==> src/rtl/distribution_shift_detector_top_macros.svh <==
// Assertion macros for the distribution shift detector.
// They expect clk and arst_n in the scope where they are used.
`ifndef DISTRIBUTION_SHIFT_DETECTOR_TOP_MACROS_SVH
`define DISTRIBUTION_SHIFT_DETECTOR_TOP_MACROS_SVH

`define DSD_ASSERT_SAME(label, ante, cons, msg) \
	label: assert property (@(posedge clk) disable iff (!arst_n) (ante) |-> (cons)) \
		else $error(msg);

`define DSD_ASSERT_NEXT(label, ante, cons, msg) \
	label: assert property (@(posedge clk) disable iff (!arst_n) (ante) |=> (cons)) \
		else $error(msg);

`endif

==> src/rtl/dsd_pkg.sv <==
package dsd_pkg;

	localparam int MAX_LAYERS  = 64;
	localparam int MAX_EXPERTS = 256;
	localparam int LAYER_W     = $clog2(MAX_LAYERS);
	localparam int EXP_W       = $clog2(MAX_EXPERTS);
	localparam int SNAP_AW     = LAYER_W + EXP_W;
	localparam int SNAP_DEPTH  = MAX_LAYERS * MAX_EXPERTS;
	localparam int SIDX_W      = SNAP_AW + 1;

	localparam int CMD_W    = 2;
	localparam int TOK_W    = 48;
	localparam int FREQ_W   = 16;
	localparam int Q24_W    = 24;
	localparam int WTOK_W   = 32;
	localparam int LCNT_W   = 7;
	localparam int ECNT_W   = 9;
	localparam int K_W      = 12;
	localparam int HIST_W   = 8;
	localparam int CFG_IDX_W = 3;
	localparam int CFG_DAT_W = 32;

	localparam int DIVD_W = 64;
	localparam int DIVS_W = 32;
	localparam int RAD_W  = 64;
	localparam int ROOT_W = RAD_W / 2;

	typedef enum logic [CMD_W-1:0] {
		CMD_BEGIN  = 2'd0,
		CMD_SAMPLE = 2'd1,
		CMD_POLL   = 2'd2
	} cmd_t;

	typedef enum logic [CFG_IDX_W-1:0] {
		REG_WINDOW_TOKENS = 3'd0,
		REG_LAYER_COUNT   = 3'd1,
		REG_EXPERT_COUNT  = 3'd2,
		REG_THRESHOLD     = 3'd3,
		REG_MIN_HISTORY   = 3'd4,
		REG_COOLDOWN      = 3'd5
	} reg_idx_t;

	localparam logic KIND_REPORT = 1'b0;
	localparam logic KIND_POLL   = 1'b1;

	typedef struct packed {
		logic              start;
		logic [DIVD_W-1:0] dividend;
		logic [DIVS_W-1:0] divisor;
	} div_req_t;

	typedef struct packed {
		logic              done;
		logic [DIVD_W-1:0] quotient;
		logic [DIVS_W-1:0] remainder;
	} div_rsp_t;

	typedef struct packed {
		logic             start;
		logic [RAD_W-1:0] radicand;
	} sqrt_req_t;

	typedef struct packed {
		logic              done;
		logic [ROOT_W-1:0] root;
	} sqrt_rsp_t;

endpackage

==> src/rtl/dsd_sqrt.sv <==
module dsd_sqrt import dsd_pkg::*; (
	input  logic      clk,
	input  logic      arst_n,
	input  sqrt_req_t req,
	output sqrt_rsp_t rsp
);
	localparam int CNT_W = $clog2(ROOT_W);
	localparam int REM_W = ROOT_W + 2;

	logic              busy_q;
	logic              done_q;
	logic [CNT_W-1:0]  cnt_q;
	logic [RAD_W-1:0]  rad_q;
	logic [ROOT_W-1:0] root_q;
	logic [REM_W-1:0]  rem_q;
	logic [REM_W+1:0]  rem_sh;
	logic [REM_W+1:0]  trial;
	logic              fits;

	// Two radicand bits in, one root bit out, each cycle.
	assign rem_sh = {rem_q, rad_q[RAD_W-1 -: 2]};
	assign trial  = {2'b00, root_q, 2'b01};
	assign fits   = rem_sh >= trial;

	always_ff @(posedge clk or negedge arst_n) begin
		if (!arst_n) begin
			busy_q <= 1'b0;
			done_q <= 1'b0;
			cnt_q  <= '0;
		end else begin
			done_q <= 1'b0;
			if (req.start) begin
				busy_q <= 1'b1;
				cnt_q  <= '1;
			end else if (busy_q) begin
				cnt_q <= cnt_q - 1'b1;
				if (cnt_q == '0) begin
					busy_q <= 1'b0;
					done_q <= 1'b1;
				end
			end
		end
	end

	always_ff @(posedge clk) begin
		if (req.start) begin
			rad_q  <= req.radicand;
			root_q <= '0;
			rem_q  <= '0;
		end else if (busy_q) begin
			rem_q  <= fits ? REM_W'(rem_sh - trial) : rem_sh[REM_W-1:0];
			root_q <= {root_q[ROOT_W-2:0], fits};
			rad_q  <= {rad_q[RAD_W-3:0], 2'b00};
		end
	end

	always_comb begin
		rsp.done = done_q;
		rsp.root = root_q;
	end
endmodule

==> config.mk <==
export PLATFORM = sky130hd
export DESIGN_NAME = dsd_sqrt
export DESIGN_NICKNAME = d
export VERILOG_FILES = /design/src/rtl/distribution_shift_detector_top_macros.svh /design/src/rtl/dsd_pkg.sv /design/src/rtl/dsd_sqrt.sv
export SDC_FILE = /design/constraint.sdc
export NUM_CORES = 1
export LEC_CHECK = 0
export ABC_AREA = 1
export BUFFER_PORTS_ARGS = -buffer_cell sky130_fd_sc_hd__buf_2
export CORE_ASPECT_RATIO = 0.7
export CORE_MARGIN = 3
export CORE_UTILIZATION = 60
export CTS_BUF_LIST = sky130_fd_sc_hd__clkbuf_8
export DETAILED_ROUTE_END_ITERATION = 12
export PLACE_DENSITY = 0.9
export SYNTH_ARGS = -nofsm -noshare
export SYNTH_HDL_FRONTEND = slang
export SYNTH_SLANG_ARGS = --single-unit
==> constraint.sdc <==
create_clock -name clk -period 3.8 [get_ports clk]
set_clock_uncertainty 0.05 [all_clocks]
set_input_delay 0.76 -clock clk [delete_from_list [all_inputs] [get_ports clk]]
set_output_delay 0.76 -clock clk [all_outputs]
set_load 0.01 [all_outputs]
==> flow_metrics.py <==
metrics = {
    "clock_tree": {
        "cts_setup_buffers": 0,
        "path_clk_slew_ps": 90,
        "cts_resized": 0,
        "clk_path_buf_depth": 2,
        "tritoncts": "yes",
        "worstSkewPairLatency_ps": 460,
        "htreeDepth": 4,
        "hold_buffers": 0,
        "cts_sinks": 137,
        "cts_buffers": 17,
        "clock-root-buffer": "clkbuf_8",
    },
    "routing": {
        "post_drt_via_cell_ratio": 5.26,
        "drtIter0Drc": 894,
        "first_pass_iters": 6,
        "drt_wl_total_um": 21600,
        "drc": 0,
        "antenna_left": 0,
        "via_count": 7955,
        "detail_route.wl_per_cell_um": 14.3,
    },
    "floorplanning": {
        "die_area_um2": 15400,
        "die_w_um": 147,
        "die_h_um": 105,
        "rows": 35,
        "io_pins": 100,
        "core_area_um2": 13400,
        "initial_utilization_pct": 62.5,
    },
    "sta": {
        "fin_hold_ws_ps": 62.4,
        "hold_viol": 0,
        "slew-limit-headroom_pct": 21.0,
        "finalCritPeriodShare_pct": 75.7,
        "period_minus_slack_ps": 2880,
        "slew_viol_final": 0,
        "worst_pin_slew_ps": 1190,
        "rsz0062_at_grt": "no",
        "fin_ws_ps": 922,
        "fin_setup_tns_ps": 0,
        "fmax_mhz": 347,
        "final-setup-viol-count": 0,
    },
    "cells_and_area": {
        "stdcell_area_um2": 9400,
        "syn2layout_area_growth_pct": 12.2,
        "layout-drive-gt1-share_pct": 13.1,
        "final_cells": 1512,
        "fill_cells": 1167,
        "final_util_pct": 70.1,
        "nets": 1417,
        "diodes": 0,
    },
    "pwr": {
        "cellLeakagePower_nw": 5.06,
        "fin_total_pwr_mw": 7.38,
        "cellPowerDensity_nw_per_um2": 785,
        "peakVddDrop_uv": 573,
    },
    "hold_path": {
        "hp-class": "primary input to async pin",
    },
    "yosys": {
        "synth_edf_count": 64,
        "synth_fp_nets": 1328,
        "synth_seq_cells": 137,
        "synth_ff_type": "dfxtp_1",
        "yosys_warnings": 0,
        "syn_area_um2": 8370,
        "syn_avg_cell_area_um2": 6.84,
        "yosys.area.top_type": "nand2_1",
        "async_reset_ff_share_pct": 5.11,
        "yosys.area.top_type_share_pct": 23.1,
        "synth.most_common_cell": "nand2_1",
        "yosys-top-cells-count": "515 x nand2_1, 187 x inv_1, 80 x nor2_1",
        "ys_top_cells_by_area": "nand2_1 23%, edfxtp_1 23%, dfxtp_1 16%, inv_1 8.4%, ha_1 5.4%",
        "ys_seq_area_share_pct": 40.8,
        "yosysUniqueCellTypes": 38,
        "netlist_instances": 1225,
    },
    "placed_design": {
        "place_congestion": 0.990,
        "place_ws_ps": 937,
        "portBuffers": 99,
        "dp_cells": 1480,
        "dp_hpwl_um": 15600,
        "place_area_um2": 8980,
    },
    "worst_setup_path": {
        "start_kind": "register",
        "critPathRequiredTime_ps": 4150,
        "crit_type": "register to register",
        "cp_max_fo": 6,
        "crit_start": "root_q[25]",
        "cp_data_arrival_time_ps": 3230,
        "endpoint_kind": "register",
        "r2r-start": "root_q[25]",
    },
    "global_route": {
        "grt_max_degree": 100,
        "grt_pass1_vias": 7323,
        "grt_pass1_wl_um": 35000,
        "grt-ovfl-total": 0,
        "grt_use_total_pct": 28.1,
        "grt_antenna_before_repair": 0,
    },
    "status": {
        "outcome": "finished, final reports clean",
    },
    "job": {
        "max_cap_viol_count": 0,
    },
}
registers in the layout, indices dropped and copies added (netlist names):
name and cells:
busy_q 1, done_q 1, cnt_q 5, rad_q 64
root_q 32, rem_q 34
power breakdown:
| group | internal (mW) | switching [mW] | total, mW | leakage [nW] |
|---|---|---|---|---|
| sequential | 1.76 | 0.137 | 1.90 | 1.32 |
| clock | 0.613 | 0.678 | 1.29 | 0.212 |
| combinational | 1.38 | 2.81 | 4.19 | 3.54 |
path summary, 6_finish.rpt:
check,depth (start not counted),end,slack [ps]
setup reg to reg,14,rem_q[31],920
max in group asynchronous,1,done_q,3480
hold reg to reg,2,rem_q[24],440
min in group clk,2,rem_q[24],440
hold / removal,1,cnt_q[3],60
setup / recovery,14,rem_q[31],920
cell families (layout without fill, tap and decap cells):
kind of cell / after synthesis / after routing / synth area share [%]
AO/OA/AOI/OAI: 94 / 94 / 6.38
XOR/XNOR: 15 / 15 / 1.57
adder cells (fa/ha/maj): 36 / 36 / 5.38
buffers and inverters: 236 / 338 / 11.1
flip-flops: 137 / 137 / 40.8
AND/OR/NAND/NOR: 707 / 707 / 34.7
routing by layer:
metal  wire length, um  vias to the layer above  track usage [%]
met4               398                        0             7.45
met2              9260                      321             42.2
met5                 0                        -                0
met1             10000                     3597             41.2
met3              1900                       39             6.24
li1                  -                     3998                -
placed cells by master (no fill, tap or decap), types with 2 or more instances in the layout:
cell type	Yosys	final
a21oi_1	32	32
and2_1	2	2
buf_2	4	99
buf_4	1	9
bufinv_16	0	2
clkbuf_8	0	17
clkinv_1	3	2
clkinv_2	0	2
clkinv_4	0	2
dfrtp_1	7	7
dfxtp_1	66	66
edfxtp_1	64	64
ha_1	36	36
inv_1	187	187
inv_2	8	8
inv_6	0	4
inv_8	0	4
nand2_1	515	515
nand2_2	3	3
nand3_1	68	68
nand4_1	6	6
nor2_1	80	80
nor2_2	7	7
nor3_1	8	8
nor3_2	13	13
o211ai_1	4	4
o21ai_0	8	8
o21ai_1	12	12
o21bai_1	2	2
o22ai_1	32	32
xnor2_1	5	5
xor2_1	10	10
critical path: stages, from the launching register on:
cell,delay (ps)
dfxtp_1,330
inv_1,70
ha_1,380
nand2_1,110
nand2_1,80
a21oi_1,250
nand2_1,150
a21oi_1,220
nand4_2,130
nor2_1,520
buf_4,260
nand2_1,60
nand3_1,60
nand2_1,50
inv_1,80
final cells by class:
| class | count | area, um^2 | share of cell area [%] |
|---|---|---|---|
| clock inverters | 15 | 184 | 1.96 |
| repair buffers | 108 | 563 | 5.99 |
| inverters | 198 | 744 | 7.92 |
| well taps | 185 | 231 | 2.46 |
| clock buffers | 17 | 234 | 2.49 |
| multi-input cells | 852 | 4020 | 42.8 |
| flip-flops and latches | 137 | 3420 | 36.4 |
Power figures use the tool's default switching activity.
