File: src/rtl/distribution_shift_detector_top_macros.svh
// Assertion macros for the distribution shift detector.
// They expect clk and arst_n in the scope where they are used.
`ifndef DISTRIBUTION_SHIFT_DETECTOR_TOP_MACROS_SVH
`define DISTRIBUTION_SHIFT_DETECTOR_TOP_MACROS_SVH

`define DSD_ASSERT_SAME(label, ante, cons, msg) \
	label: assert property (@(posedge clk) disable iff (!arst_n) (ante) |-> (cons)) \
		else $error(msg);

`define DSD_ASSERT_NEXT(label, ante, cons, msg) \
	label: assert property (@(posedge clk) disable iff (!arst_n) (ante) |=> (cons)) \
		else $error(msg);

`endif

File: src/rtl/dsd_pkg.sv
package dsd_pkg;

	localparam int MAX_LAYERS  = 64;
	localparam int MAX_EXPERTS = 256;
	localparam int LAYER_W     = $clog2(MAX_LAYERS);
	localparam int EXP_W       = $clog2(MAX_EXPERTS);
	localparam int SNAP_AW     = LAYER_W + EXP_W;
	localparam int SNAP_DEPTH  = MAX_LAYERS * MAX_EXPERTS;
	localparam int SIDX_W      = SNAP_AW + 1;

	localparam int CMD_W    = 2;
	localparam int TOK_W    = 48;
	localparam int FREQ_W   = 16;
	localparam int Q24_W    = 24;
	localparam int WTOK_W   = 32;
	localparam int LCNT_W   = 7;
	localparam int ECNT_W   = 9;
	localparam int K_W      = 12;
	localparam int HIST_W   = 8;
	localparam int CFG_IDX_W = 3;
	localparam int CFG_DAT_W = 32;

	localparam int DIVD_W = 64;
	localparam int DIVS_W = 32;
	localparam int RAD_W  = 64;
	localparam int ROOT_W = RAD_W / 2;

	typedef enum logic [CMD_W-1:0] {
		CMD_BEGIN  = 2'd0,
		CMD_SAMPLE = 2'd1,
		CMD_POLL   = 2'd2
	} cmd_t;

	typedef enum logic [CFG_IDX_W-1:0] {
		REG_WINDOW_TOKENS = 3'd0,
		REG_LAYER_COUNT   = 3'd1,
		REG_EXPERT_COUNT  = 3'd2,
		REG_THRESHOLD     = 3'd3,
		REG_MIN_HISTORY   = 3'd4,
		REG_COOLDOWN      = 3'd5
	} reg_idx_t;

	localparam logic KIND_REPORT = 1'b0;
	localparam logic KIND_POLL   = 1'b1;

	typedef struct packed {
		logic              start;
		logic [DIVD_W-1:0] dividend;
		logic [DIVS_W-1:0] divisor;
	} div_req_t;

	typedef struct packed {
		logic              done;
		logic [DIVD_W-1:0] quotient;
		logic [DIVS_W-1:0] remainder;
	} div_rsp_t;

	typedef struct packed {
		logic             start;
		logic [RAD_W-1:0] radicand;
	} sqrt_req_t;

	typedef struct packed {
		logic              done;
		logic [ROOT_W-1:0] root;
	} sqrt_rsp_t;

endpackage

File: src/rtl/dsd_div.sv
module dsd_div import dsd_pkg::*; (
	input  logic     clk,
	input  logic     arst_n,
	input  div_req_t req,
	output div_rsp_t rsp
);
	localparam int CNT_W = $clog2(DIVD_W);

	logic              busy_q;
	logic              done_q;
	logic [CNT_W-1:0]  cnt_q;
	logic [DIVD_W-1:0] dvd_q;
	logic [DIVS_W-1:0] dvs_q;
	logic [DIVS_W-1:0] rem_q;
	logic [DIVS_W:0]   rem_sh;
	logic              fits;

	// One quotient bit a cycle; the dividend register fills with the quotient.
	assign rem_sh = {rem_q, dvd_q[DIVD_W-1]};
	assign fits   = rem_sh >= {1'b0, dvs_q};

	always_ff @(posedge clk or negedge arst_n) begin
		if (!arst_n) begin
			busy_q <= 1'b0;
			done_q <= 1'b0;
			cnt_q  <= '0;
		end else begin
			done_q <= 1'b0;
			if (req.start) begin
				busy_q <= 1'b1;
				cnt_q  <= '1;
			end else if (busy_q) begin
				cnt_q <= cnt_q - 1'b1;
				if (cnt_q == '0) begin
					busy_q <= 1'b0;
					done_q <= 1'b1;
				end
			end
		end
	end

	always_ff @(posedge clk) begin
		if (req.start) begin
			dvd_q <= req.dividend;
			dvs_q <= req.divisor;
			rem_q <= '0;
		end else if (busy_q) begin
			rem_q <= fits ? DIVS_W'(rem_sh - {1'b0, dvs_q}) : rem_sh[DIVS_W-1:0];
			dvd_q <= {dvd_q[DIVD_W-2:0], fits};
		end
	end

	always_comb begin
		rsp.done      = done_q;
		rsp.quotient  = dvd_q;
		rsp.remainder = rem_q;
	end
endmodule

File: config.mk
export PLATFORM = sky130hd
export DESIGN_NAME = dsd_div
export DESIGN_NICKNAME = d
export VERILOG_FILES = /design/src/rtl/distribution_shift_detector_top_macros.svh /design/src/rtl/dsd_pkg.sv /design/src/rtl/dsd_div.sv
export SDC_FILE = /design/constraint.sdc
export NUM_CORES = 1
export LEC_CHECK = 0
export BUFFER_PORTS_ARGS = -buffer_cell sky130_fd_sc_hd__clkbuf_2
export CAP_MARGIN = 10
export CELL_PAD_IN_SITES_DETAIL_PLACEMENT = 1
export CELL_PAD_IN_SITES_GLOBAL_PLACEMENT = 2
export CORE_ASPECT_RATIO = 2
export CORE_MARGIN = 1
export CORE_UTILIZATION = 35
export CTS_BUF_LIST = sky130_fd_sc_hd__clkbuf_4 sky130_fd_sc_hd__clkbuf_8 sky130_fd_sc_hd__clkbuf_16
export DETAILED_ROUTE_END_ITERATION = 10
export PLACE_DENSITY_LB_ADDON = 0.15
export SLEW_MARGIN = 0
export SYNTH_ARGS = -nofsm -noshare
export SYNTH_HDL_FRONTEND = slang
export SYNTH_SLANG_ARGS = --single-unit
File: constraint.sdc
create_clock -name clk -period 8.1 [get_ports clk]
set_clock_uncertainty 0.15 [all_clocks]
set_input_delay 0.405 -clock clk [delete_from_list [all_inputs] [get_ports clk]]
set_output_delay 0.405 -clock clk [all_outputs]
set_load 0.01 [all_outputs]
==> impl_metrics.ini, run 1 <==
[global_routing]
gr-total-overflow = 0
grt_max_degree = 66
grt_antenna_before_repair = 0
grt_use_total_pct = 20.8
grt_pass1_vias = 7006
grt_pass1_wl_um = 35200

[logic_synthesis]
synth-edff-count = 96
synth_top_cell_by_area = edfxtp_1
synth_nets = 828
synthTopCellsByCount = edfxtp_1, mux2_2, nor2_1
ys_ff_latch = 136
synth_top_area_share_pct = 38.4
syn_area_per_cell_um2 = 10.8
syn_inst = 694
ys_async_sr_fraction_pct = 5.88
synth_cell_type_count = 63
yosysMostFrequentCell = edfxtp_1
syn_area_um2 = 7510
yosys_warnings = 0
synth.area.top_cells = edfxtp_1, mux2_2, dfxtp_1
ys_seq_area_share_pct = 49.6
synth_flop_cell = edfxtp_1

[critical_path]
crit_path_top_delay_cell = o31ai_4
ff2ff_path_depth = 11
cp_cell_sequence = inv_1 -> ha_1 -> nor2b_1 -> o211a_1 -> o2111ai_1 -> a221oi_2 -> o31ai_4 -> buf_4 -> nor2_1 -> a21oi_1 -> a211oi_1
required_ns = 8.23
cp.arrival_ns = 3.90
cp-startpoint = dvs_q[1]$_DFFE_PP_
critical_path_class = register to register
cp_max_fo = 30
path_delay_family = compound AO/OA/AOI/OAI gates
crit_buf_inv = 2
crit_cells = 11
cp-end-kind = register
start_kind = register
rr_startpoint = dvs_q[1]$_DFFE_PP_
crit_path_max_incr_delay_ns = 0.90

[final_layout]
fillers = 2394
areaGrowthSynthToFinish_pct = 27.8
antenna_cells = 0
drive_gt1_share_pct = 33.3
final_nets = 1042

[clock_tree]
clk_pin_slew_ns = 0.06
cts_htree_levels = 4
cts_setup_buffers = 0
cts_buffer_depth = 2
cts-buffers-inserted = 17
cts_tree = done
root_buffer = clkbuf_16
clock_latency_ns = 0.44
cts_sinks = 136

[timing]
worstMarginPinSlew_ns = 1.04
post-route-period-util_pct = 46.6
setup_violations = 0
clock.fmax_ghz = 0.265
hold_viol = 0
slew_viol_final = 0
worst_slack_ns = 4.32
rsz0062_at_grt = false
fin_setup_tns_ns = 0
period_needed_ns = 3.78
relSlewSlack_pct = 30.7

[pwr]
comb_power_share_pct = 23.6
swShare_pct = 30.3
p_per_area_nw_per_um2 = 223
clkPwrFrac_pct = 35.7
peakVddDrop_mv = 0.158
power_frac_seq_pct = 40.7
p_leak_nw = 4.32
power_switching_w = 0.000648
intPower_w = 0.00149

[status]
status = finished clean

[placement]
place_ws_ns = 4.29
io_buffers = 195
gp_congestion = 0.800
dp_hpwl_um = 16500

[detailed_routing]
post-route-drc-count = 0
postRouteAntennaNets = 0
drtIter0Drc = 156
routed_wl_um = 21800
wl_per_cell_um = 18.3
vias = 6179
dr.pass1.iters = 4
viasPerCell = 5.19

[worst_hold_path]
whs_path_depth = 1
hold_path_class = primary input to register
min_from = req[14]

[die]
die-area_um2 = 22100
num_io_pins = 196
core_area_um2 = 21000
die_y_um = 209
start_util_pct = 35.7
fp-row-count = 75
die_w_um = 106

[run]
max-cap-violations = 0
flip-flops by register name (all words and copies together) (netlist names):
signal,flops
cnt_q,6
busy_q,1
rem_q,32
done_q,1
dvs_q,32
dvd_q,64
layer usage:
layer  global-route usage [%]  share of wire, %
met1                     19.0                34
met2                     41.2                58
met3                     5.30               4.3
met4                     10.3               3.6
met5                        0                 0
metrics by stage:
| stage | area [um2] | hold WS, ns | util [%] | std cells | total power, W |
|---|---|---|---|---|---|
| after CTS | 9590 | 0.0189 | 45.6 | 1190 | 0.00218 |
| after global routing | 9590 | 0.0178 | 45.6 | 1190 | 0.00225 |
| after global placement | 8710 | 0.112 | 41.4 | 1127 | 0.00137 |
| final | 9590 | 0.0240 | 45.6 | 1190 | 0.00214 |
| after floorplan | 7510 | -0.0406 | - | 694 | 0.00120 |
| after detailed placement | 8710 | 0.117 | 41.4 | 1127 | 0.00139 |
what timing repair did:
action | CTS | global route
hold endpoints to repair | 38 | 0
resized for setup | 0 | 0
hold buffers | 31 | 0
power by group through the flow:
stage | clock [W] | sequential (W) | combinational [W]
2_1_floorplan | 0 | 0.000902 | 0.000299
3_3_place_gp | 0 | 0.000883 | 0.000489
3_5_place_dp | 0 | 0.000887 | 0.000499
4_1_cts | 0.000787 | 0.000874 | 0.000514
5_1_grt | 0.000809 | 0.000883 | 0.000559
6_report | 0.000764 | 0.000872 | 0.000507
layout by cell type, fill, tap and decap left out, types with 6 or more instances in the layout:
cell and count:
clkbuf_2 194, edfxtp_1 96, mux2_2 64, nor2_1 55, nand2_1 48, a21oi_1 46
inv_1 43, ha_1 34, dfxtp_1 32, dlygate4sd3_1 31, o21ai_0 24, a211oi_1 23
clkbuf_16 18, nand2b_1 16, nor3_1 14, xnor2_1 14, a21o_1 13, xor2_1 12
mux2i_1 10, nand4_1 8, nand3_1 8, o21a_1 7, dfrtp_1 7, nor2b_1 6
nor3b_1 6, clkinv_2 6, buf_4 6
cell families (layout without fill, tap and decap cells):
logic type | after synthesis | after routing | synth area share (%)
AOI/OAI and AO/OA | 157 | 157 | 14.0
muxes | 75 | 75 | 11.1
DFF | 136 | 136 | 49.6
and+or+nand+nor | 185 | 185 | 12.0
xor gates and xnor gates | 26 | 26 | 3.03
adders and majority gates | 35 | 35 | 5.93
buffers and inverters | 80 | 307 | 4.30
path summary, 6_finish.rpt:
check | endpoint | slack, ns
worst min-delay path | dvs_q[14]$_DFFE_PP_ | 0.02
worst max-delay path | rem_q[14]$_SDFFE_PP0P_ | 4.32
max in group asynchronous | busy_q$_DFF_PN0_ | 7.38
worst max register to register | rem_q[14]$_SDFFE_PP0P_ | 4.32
worst min register to register | rem_q[5]$_SDFFE_PP0P_ | 0.37
min in group asynchronous | cnt_q[1]$_DFFE_PN0P_ | 0.22
area by class of cell:
type | count | area (um2) | share of cell area, %
sequential | 136 | 3720 | 38.8
clock inverter | 12 | 101 | 1.06
timing repair buffer | 231 | 1330 | 13.8
inverter | 44 | 165 | 1.72
multi-input combinational | 478 | 3470 | 36.2
tap | 269 | 337 | 3.51
clock buffer | 20 | 472 | 4.92
Note: power is estimated with default switching activity, not from simulation.
==> run 2: changes to the inputs <==
Settings changed: CORE_UTILIZATION 35 to 30.
Clock period 8.1 ns to 3.1 ns, I/O delays scaled along.
==> impl_metrics.ini, run 2 (synthesized netlist as in run 1, its figures left out) <==
[detailed_routing]
vias = 6770
drtIter0Drc = 173
viasPerCell = 4.85
wl_met1_um = 8460
routed_wl_um = 25000
postRouteAntennaNets = 0
post-route-drc-count = 0
highest_layer = met4
dr.pass1.iters = 4
wl_met3_um = 956
wl_per_cell_um = 17.9
dr_wl_met2_um = 14800

[timing]
clock.fmax_ghz = 0.322
slew_viol_final = 0
fin_setup_tns_ns = -0.00116
rsz0062_at_grt = true
period_needed_ns = 3.10
hold_viol = 0
worstMarginPinSlew_ns = 0.723
holdWs_ns = 0.190
relSlewSlack_pct = 51.8
worst_slack_ns = -0.00116
post-route-period-util_pct = 100
setup_violations = 1

[final_layout]
drive_gt1_share_pct = 37.4
fillers = 2835
final_nets = 1184
mostFrequentLayoutCells = clkbuf_2, dlygate4sd3_1, edfxtp_1, buf_4, mux2_2
antenna_cells = 0
areaGrowthSynthToFinish_pct = 47.2
largest_register_ff_count = 64
regMostFlops = dvd_q
reg_top3 = dvd_q x64, dvs_q x32, rem_q x32
layout_commonest_cell = clkbuf_2

[die]
die_y_um = 226
die_w_um = 114
die-area_um2 = 25700
start_util_pct = 30.6
fp-row-count = 81
core_area_um2 = 24500
num_io_pins = 196

[critical_path]
cp_max_fo = 5
cp.arrival_ns = 3.25
crit_buf_inv = 3
critical_path_class = register to register
crit_path_max_incr_delay_ns = 0.42
required_ns = 3.25
crit_top_cell = buf_4
path_delay_family = compound AO/OA/AOI/OAI gates
crit_path_top_delay_cell = nor4_1
cp-end-kind = register
cp_cell_sequence = inv_1 -> ha_1 -> buf_4 -> a21o_1 -> a211oi_2 -> a211oi_1 -> buf_4 -> nor4_1 -> o21bai_1 -> a21oi_1 -> xor2_1 -> o221ai_1
start_kind = register

[clock_tree]
clk_pin_slew_ns = 0.06
cts_sinks = 136
cts_htree_levels = 4
root_buffer = clkbuf_16
cts_buffer_depth = 2
clock_latency_ns = 0.43
cts-buffers-inserted = 17
cts_tree = done

[pwr]
clkPwrFrac_pct = 33.9
p_per_area_nw_per_um2 = 541
comb_power_share_pct = 28.2
power_frac_seq_pct = 38.0
power_w = 0.00598
peakVddDrop_mv = 0.377
p_leak_nw = 5.00
swShare_pct = 30.4
intPower_w = 0.00416
power_switching_w = 0.00182

[status]
violations = setup timing
status = finished with violations

[placement]
place_ws_ns = -0.0716
gp_congestion = 0.788
io_buffers = 195
dp_hpwl_um = 18600

[run]
max-cap-violations = 0

[global_routing]
grt_use_total_pct = 20.2
grt_antenna_before_repair = 0
grt_pass1_vias = 7719
gr-total-overflow = 0
grt_max_degree = 59
grt_pass1_wl_um = 39500

[worst_hold_path]
hold_path_class = primary input to register
## run 2: metal layers
layer  GRT usage, %  vias up
met4           9.38        0
li1               -     3249
met5              0        -
met3           4.19       45
met2           41.2      169
met1           18.2     3307
## run 2: cell type report
class	instances	area [um2]	share of cell area (%)
Clock buffer	22	482	4.36
Clock inverter	10	93.8	0.849
Inverter	44	165	1.49
Multi-Input combinational cell	478	3560	32.2
Sequential cell	136	3720	33.7
Tap cell	332	415	3.76
Timing Repair Buffer	373	2610	23.6
## run 2: repair_timing
action | in CTS | in global routing
endpoints found under the hold margin | 104 | 0
pin swaps | 1 | 0
hold buffers | 98 | 0
resized for setup | 5 | 14
setup endpoints to repair | 12 | 28
setup buffers | 1 | 0
## run 2: power by group through the flow
stage	clock, W	combinational, W	sequential [W]
6_report	0.00202	0.00168	0.00227
5_1_grt	0.00214	0.00183	0.00230
4_1_cts	0.00209	0.00168	0.00227
3_5_place_dp	0	0.00155	0.00231
3_3_place_gp	0	0.00152	0.00230
2_1_floorplan	0	0.000780	0.00236
## run 2: path summary, 6_finish.rpt
check / start / end / slack, ns / depth (start not counted)
min in group asynchronous: arst_n / cnt_q[3]$_DFFE_PN0P_ / 0.59 / 3
min reg2reg: rem_q[5]$_SDFFE_PP0P_ / rem_q[5]$_SDFFE_PP0P_ / 0.37 / 2
min: req[96] / dvs_q[1]$_DFFE_PP_ / 0.19 / 1
max reg2reg: dvs_q[7]$_DFFE_PP_ / rem_q[22]$_SDFFE_PP0P_ / -0.001 / 12
max in group asynchronous: arst_n / busy_q$_DFF_PN0_ / 1.92 / 3
max: dvs_q[7]$_DFFE_PP_ / rem_q[22]$_SDFFE_PP0P_ / -0.001 / 12
## run 2: metrics by stage
step                util, %  instances  area, um2
floorplan                 -        694       7510
global placement       38.3       1264       9380
detailed placement     38.3       1264       9380
CTS                    44.8       1395      11000
global route           45.1       1395      11100
finish                 45.1       1395      11100
